[config.mk]
export PLATFORM = sky130hd
export DESIGN_NAME = iue_ctrl
export DESIGN_NICKNAME = d
export VERILOG_FILES = /design/src/rtl/core/iue_pkg.sv /design/src/rtl/core/iue_ctrl.sv
export SDC_FILE = /design/constraint.sdc
export NUM_CORES = 1
export LEC_CHECK = 0
export BUFFER_PORTS_ARGS = -buffer_cell sky130_fd_sc_hd__buf_2
export CAP_MARGIN = 20
export CORE_MARGIN = 4
export CORE_UTILIZATION = 45
export CTS_CLUSTER_SIZE = 16
export DETAILED_ROUTE_END_ITERATION = 12
export GPL_TIMING_DRIVEN = 0
export PLACE_DENSITY = 0.84
export SLEW_MARGIN = 40
export SYNTH_ARGS = -nofsm -noshare
export SYNTH_HDL_FRONTEND = slang
export SYNTH_SLANG_ARGS = --single-unit
[constraint.sdc]
create_clock -name aclk -period 2.07 [get_ports aclk]
set_clock_uncertainty 0.15 [all_clocks]
set_input_delay 0.414 -clock aclk [delete_from_list [all_inputs] [get_ports aclk]]
set_output_delay 0.414 -clock aclk [all_outputs]
set_load 0.005 [all_outputs]
[src/rtl/core/iue_pkg.sv]
`timescale 1ns / 1ps
`default_nettype none

package iue_pkg;

    localparam int MAX_ITEM_COUNT        = 64;
    localparam int MAX_TRANSACTION_COUNT = 256;
    localparam int COST_BITS             = 16;

    localparam int ITEM_AW = (MAX_ITEM_COUNT > 1) ? $clog2(MAX_ITEM_COUNT) : 1;
    localparam int TR_AW   = (MAX_TRANSACTION_COUNT > 1) ? $clog2(MAX_TRANSACTION_COUNT) : 1;

    localparam int SET_W       = 64;
    localparam int TREE_LANES  = 64;
    localparam int S1_LANES    = TREE_LANES / 4;
    localparam int S2_LANES    = S1_LANES / 4;
    localparam int S1_W        = COST_BITS + 2;
    localparam int S2_W        = COST_BITS + 4;
    localparam int ROW_W       = COST_BITS + 6;
    localparam int UTIL_W      = 30;
    localparam int COUNT_W     = 9;
    localparam int ITEM_CNT_W  = 7;
    localparam int TR_CNT_W    = 9;
    localparam int SUM_W       = ((ROW_W > UTIL_W) ? ROW_W : UTIL_W) + 1;

    typedef logic [COST_BITS-1:0]  cost_t;
    typedef logic [ITEM_AW-1:0]    item_addr_t;
    typedef logic [TR_AW-1:0]      tr_addr_t;
    typedef logic [SET_W-1:0]      itemset_t;
    typedef logic [S1_W-1:0]       s1_sum_t;
    typedef logic [S2_W-1:0]       s2_sum_t;
    typedef logic [ROW_W-1:0]      row_sum_t;
    typedef logic [SUM_W-1:0]      wide_sum_t;
    typedef logic [UTIL_W-1:0]     util_t;
    typedef logic [COUNT_W-1:0]    count_t;
    typedef logic [ITEM_CNT_W-1:0] item_cnt_t;
    typedef logic [TR_CNT_W-1:0]   tr_cnt_t;

    localparam util_t     UTIL_MAX    = '1;
    localparam item_cnt_t ITEMS_RESET = 7'd64;
    localparam tr_cnt_t   TRANS_RESET = 9'd256;

    // Input commands.
    localparam logic CMD_LOAD = 1'b0;
    localparam logic CMD_EVAL = 1'b1;

    // Configuration register indexes.
    localparam logic CFG_ITEMS = 1'b0;
    localparam logic CFG_TRANS = 1'b1;

    // Commands from the controller to the datapath.
    typedef struct packed {
        logic     load_start;
        logic     load_commit;
        logic     eval_start;
        logic     issue_vld;
        logic     issue_last;
        tr_addr_t issue_addr;
        logic     out_load;
    } ctrl_cmd_t;

    // Status from the datapath to the controller.
    typedef struct packed {
        logic done;
    } dp_status_t;

    // Mask with the low n bits set; n is already clamped to the item count.
    function automatic itemset_t low_mask(item_cnt_t n);
        itemset_t m;
        m = '0;
        for (int i = 0; i < SET_W; i++) begin
            m[i] = (i < int'(n));
        end
        return m;
    endfunction

endpackage

`default_nettype wire

[src/rtl/core/iue_ctrl.sv]
`timescale 1ns / 1ps
`default_nettype none

module iue_ctrl (
    input  wire logic               aclk,
    input  wire logic               aresetn,
    input  wire logic               s_valid,
    output logic                    s_ready,
    input  wire logic               s_command,
    input  wire iue_pkg::tr_cnt_t   trans_limit,
    input  wire iue_pkg::dp_status_t status,
    output logic                    m_valid,
    input  wire logic               m_ready,
    output iue_pkg::ctrl_cmd_t      cmd
);

    localparam logic [2:0] ST_IDLE  = 3'd0;
    localparam logic [2:0] ST_LOAD  = 3'd1;
    localparam logic [2:0] ST_EVAL  = 3'd2;
    localparam logic [2:0] ST_DRAIN = 3'd3;
    localparam logic [2:0] ST_DONE  = 3'd4;

    logic [2:0]       state_reg, state_next;
    iue_pkg::tr_cnt_t row_reg, row_next;
    logic             m_valid_reg, m_valid_next;
    logic             accept;
    logic             out_free;

    assign s_ready  = (state_reg == ST_IDLE);
    assign accept   = s_valid && s_ready;
    assign out_free = !m_valid_reg || m_ready;
    assign m_valid  = m_valid_reg;

    always_comb begin
        state_next   = state_reg;
        row_next     = row_reg;
        m_valid_next = m_valid_reg && !m_ready;
        cmd          = '0;
        unique case (state_reg)
            ST_IDLE: begin
                if (accept) begin
                    if (s_command == iue_pkg::CMD_LOAD) begin
                        cmd.load_start = 1'b1;
                        state_next     = ST_LOAD;
                    end else begin
                        cmd.eval_start = 1'b1;
                        row_next       = '0;
                        state_next     = (trans_limit == '0) ? ST_DONE : ST_EVAL;
                    end
                end
            end
            ST_LOAD: begin
                cmd.load_commit = 1'b1;
                state_next      = ST_IDLE;
            end
            ST_EVAL: begin
                cmd.issue_vld  = 1'b1;
                cmd.issue_addr = iue_pkg::tr_addr_t'(row_reg);
                cmd.issue_last = (row_reg == trans_limit - iue_pkg::tr_cnt_t'(1));
                row_next       = row_reg + iue_pkg::tr_cnt_t'(1);
                if (cmd.issue_last) begin
                    state_next = ST_DRAIN;
                end
            end
            ST_DRAIN: begin
                if (status.done) begin
                    state_next = ST_DONE;
                end
            end
            ST_DONE: begin
                if (out_free) begin
                    cmd.out_load = 1'b1;
                    m_valid_next = 1'b1;
                    state_next   = ST_IDLE;
                end
            end
            default: begin
                state_next = ST_IDLE;
            end
        endcase
    end

    always_ff @(posedge aclk) begin
        if (!aresetn) begin
            state_reg   <= ST_IDLE;
            row_reg     <= '0;
            m_valid_reg <= 1'b0;
        end else begin
            state_reg   <= state_next;
            row_reg     <= row_next;
            m_valid_reg <= m_valid_next;
        end
    end

endmodule

`default_nettype wire

Word-level counts from Yosys, hierarchy flattened
Cells that the tools add are included.
- flip-flop bits (word level): 13
- word-level logic and storage cells: 47
- add/subtract/negate cells: 2
- eq/ne operators: 10
- mux-type cells: 22
- reduce and logical (&&, ||, !) cells: 10
- operators by type and width (kind ; number):
    $mux W3 ; 6
    $mux W9 ; 2
    $pmux W9 S2 ; 1
    $pmux W3 S4 ; 1
    $mux W1 ; 11
    $mux W10 ; 1
    $add A9 B1 Y9 const B ; 1
    $eq A9 B9 Y1 ; 1
    $logic_not A9 Y1 ; 1
    $sub A9 B1 Y9 const B ; 1
    $eq A3 B2 Y1 const B ; 2
    $ne A2 B2 Y1 const B ; 3
    $ne A2 B1 Y1 const B ; 2
    $reduce_and A4 Y1 ; 1
    $eq A3 B1 Y1 const B ; 1
    $eq A3 B3 Y1 const B ; 1
    $logic_not A3 Y1 ; 1
    $reduce_and A3 Y1 ; 1
    $logic_and A1 B1 Y1 ; 2
    $logic_not A1 Y1 ; 2
    $reduce_bool A2 Y1 ; 1
    $logic_or A1 B1 Y1 ; 1

Depth between registers and ports, before layout
- depth in word-level cells: 5
- mapped depth: 8
- mapped depth without buffers: 8

Least setup slack after synthesis
OpenSTA, ideal clock, no wires.
- path kind: input -> output
- from: in trans_limit[0]
- to: out cmd[9] (netlist bit)
- data arrival time: 1571 ps
- required time: 1506 ps
- slack: -65 ps
- cell stages on the path: 8
- buffers on the path: 0
- cell sequence: inv_1 -> ha_1 -> nor3b_4 -> a221oi_1 -> a31oi_1 -> o21ai_0 -> nand4_1 -> nor4_2
- RTL lines (what ; line ; source):
    start, declared ; iue_ctrl.sv:10 ; input wire iue_pkg::tr_cnt_t trans_limit,
    end, declared ; iue_ctrl.sv:14 ; output iue_pkg::ctrl_cmd_t cmd

==> flow_metrics.tcl <==
set metrics [dict create \
    outcome "finished, violations left" \
    violations "negative setup slack" \
    numClockSinks 13 \
    worstReg2RegEnd "row_reg[7]" \
    dieWidth_um 55.63 \
    cts.clk_slew.worst_paths_ns 0.08 \
    synth_area_um2 1021 \
    drt_iter0_markers 15 \
    path_cells "buf_12, inv_12, ha_4, nor3b_4, nand3_2, xnor2_2, nand4_1, nor4_2, buf_2" \
    hp-start "aresetn" \
    synthesis.nets 148 \
    cpMaxStageDelayCell "nor3b_4" \
    vias 1050 \
    final_util_pct 65.66 \
    num_antenna_cells 0 \
    multi_input_area_um2 767.0 \
    crit_type "in -> out" \
    fin_crit_sh_pct 114.2 \
    fillCellCount 169 \
    htree_levels 1 \
    grt_max_degree 11 \
    critPathCaptureType "primary output" \
    max_freq_mhz 423.0 \
    syn_avg_cell_area_um2 7.794 \
    track_usage_pct 17.48 \
    cts_tree "done" \
    slew_headroom_pct 73.22 \
    min_period_ns 2.364 \
    antenna_found_initial 0 \
    syn_inst 131 \
    gp_congestion 0.7674 \
    io_buffers 30 \
    ant_nets 0 \
    dr.pass1.iters 4 \
    grt_overflow_total 0 \
    p_per_area_nw_per_um2 465.8 \
    drc 0 \
    max_cap_violations 0 \
    row_count 16 \
    vias_per_cell 5.357 \
    ir_drop_mv 0.4141 \
    cts_root_buf "clkbuf_4" \
    synth_cell_types 36 \
    hp-class "in -> reg" \
    cts_inserted_buffers 3 \
    cp.buffers_inverters 3 \
    syn2layout_area_growth_pct 32.60 \
    cp_slowest_stage_delay_ns 0.32 \
    die_area_um2 3095 \
    r2r_start "state_reg[0]" \
    ys_ff_latch 13 \
    core_um2 2062 \
    holdPathStages 2 \
    required_ns 1.51 \
    start_kind "input port" \
    wl_per_cell_um 13.16 \
    critPathArrivalTime_ns 1.80 \
    nets 187 \
    rsz0062_at_grt "yes" \
    fp.dieH_um 55.63 \
    setup_viol 2 \
    crit_fanout 5 \
    total_leakage_power_nw 0.5901 \
    setup_slack_ns -0.2938 \
    pin_count 31 \
    worst_pin_slew_ns 0.3982 \
    finalMaxSlewViolations 0 \
    final_hold_viol_count 0 \
    wl_mm 2.580 \
    initial_core_util_pct 49.51 \
    worstHoldEndpoint "state_reg[1]" \
    largest_register_ffs 9 \
    register_area_um2 261.5 \
    cts.path.max_buffers 2 \
    crit_family "simple AND/OR/NAND/NOR gates" \
    grt_pass1_vias 1065 \
    clk-insertion-delay-late_ns 0.27 \
    post_route_cells_drive_above_1_share_pct 33.14 \
    tns_ns -0.2959 \
    ys_seq_area_share_pct 25.49 \
    grt_pass1_wl_mm 4.588 \
    regToRegSetupSlack_ns 0.21 \
    dp_hpwl_mm 1.949 \
    ys_warn_count 0 \
    ff2ff_path_depth 5 \
]
==> final cells by class <==
type | instances | area share (%)
Timing Repair Buffer | 34 | 15.53
Multi-Input combinational cell | 110 | 56.65
Tap cell | 27 | 2.495
Inverter | 4 | 2.403
Clock buffer | 4 | 1.941
Sequential cell | 13 | 19.32
Buffer | 4 | 1.664
==> metrics by stage <==
stage	power (mW)	hold WS (ns)	setup slack [ns]	instance area, um^2	std cells
finish	0.6306	0.2785	-0.2938	1354	196
global route	0.6699	0.2788	-0.4204	1354	196
CTS	0.6282	0.2740	-0.2936	1346	196
detailed placement	0.4610	0.3743	-0.5186	1250	188
global placement	0.4534	0.3645	-0.4707	1250	188
floorplan	0.3919	0.3371	-0.04487	1066	131
==> cells in the mapped netlist <==
master      n  share of area [%]
nor2_1     14                5.1
dfxtp_1    13                 25
nand2_1    13                4.8
xnor2_1    11                9.4
and2_1      8                4.9
xor2_1      7                6.0
a21oi_1     6                2.9
o21ai_0     6                2.9
nand2b_1    5                3.1
and3_1      4                2.5
inv_1       4                1.5
nand4_1     4                2.5
nor3_1      4                2.0
buf_2       3                1.5
nor4_2      3                3.7
or3_1       3                1.8
a21boi_0    2                1.5
ha_1        2                2.5
nor3_2      2                2.0
a21boi_1    1               0.74
a221oi_1    1               0.86
a31oi_1     1               0.61
a32oi_1     1               0.86
and2b_1     1               0.74
clkbuf_1    1               0.37
mux2i_1     1               0.98
nand3_1     1               0.49
nand3_2     1               0.98
nand3b_1    1               0.74
nor2_2      1               0.61
nor3b_4     1                1.8
o2111ai_1   1               0.86
o211a_1     1               0.98
o311a_1     1               0.98
o31ai_1     1               0.74
or2b_1      1               0.74
==> metal layers <==
metal	vias up	GRT usage (%)	part of all wire, %
met5	-	0	0
met4	0	5.208	0.54
met3	2	2.552	5.2
met2	29	32.09	52
met1	488	20.70	42
li1	531	-	-
==> where the power goes <==
group / switching, mW / internal [mW] / leakage, nW
logic: 0.110 / 0.0889 / 0.470
registers: 0.0135 / 0.261 / 0.106
clock network: 0.0829 / 0.0745 / 0.0150
total: 0.207 / 0.424 / 0.590
==> layout by cell type (no fill, tap or decap), drive strengths merged, types with 2 or more instances in the layout <==
| cell type | count |
|---|---|
| a21boi | 3 |
| a21oi | 6 |
| and2 | 8 |
| and3 | 4 |
| buf | 37 |
| clkbuf | 5 |
| dfxtp | 13 |
| ha | 2 |
| inv | 4 |
| nand2 | 13 |
| nand2b | 5 |
| nand3 | 2 |
| nand4 | 4 |
| nor2 | 15 |
| nor3 | 6 |
| nor4 | 3 |
| o21ai | 6 |
| or3 | 3 |
| xnor2 | 11 |
| xor2 | 7 |
==> cells by family (layout without fill, tap and decap cells) <==
logic type	after synthesis	in the layout	share of synthesized area (%)
and+or+nand+nor	67	67	38.36
AOI/OAI and AO/OA	22	22	13.97
xor gates and xnor gates	18	18	15.44
DFF	13	13	25.49
buffers and inverters	8	46	3.308
adders and majority gates	2	2	2.451
muxes	1	1	0.9804
==> worst max path at each step <==
stage,from,endpoint,slack (ns),cells past startpoint
after detailed placement,trans_limit[1],cmd[9],-0.52,10
after global placement,trans_limit[1],cmd[9],-0.47,10
after global routing,trans_limit[1],cmd[9],-0.42,9
after floorplan,trans_limit[1],cmd[9],-0.04,8
after CTS,trans_limit[1],cmd[9],-0.29,10
final,trans_limit[1],cmd[9],-0.29,9
==> worst register-to-register path, cell delays in order (launching register included) <==
cell     delay (ns)
dfxtp_1        0.30
buf_2          0.17
nor3_2         0.33
nand4_1        0.27
or3_1          0.41
a21oi_1        0.16
==> timing repair <==
action	4_1_cts	5_1_grt
hold buffers	0	0
gates resized for setup	12	1
buffers inserted	4	0
cloned	0	0
endpoints found under the setup margin	10	10
pin swaps	7	1
Power figures use the tool's default switching activity.
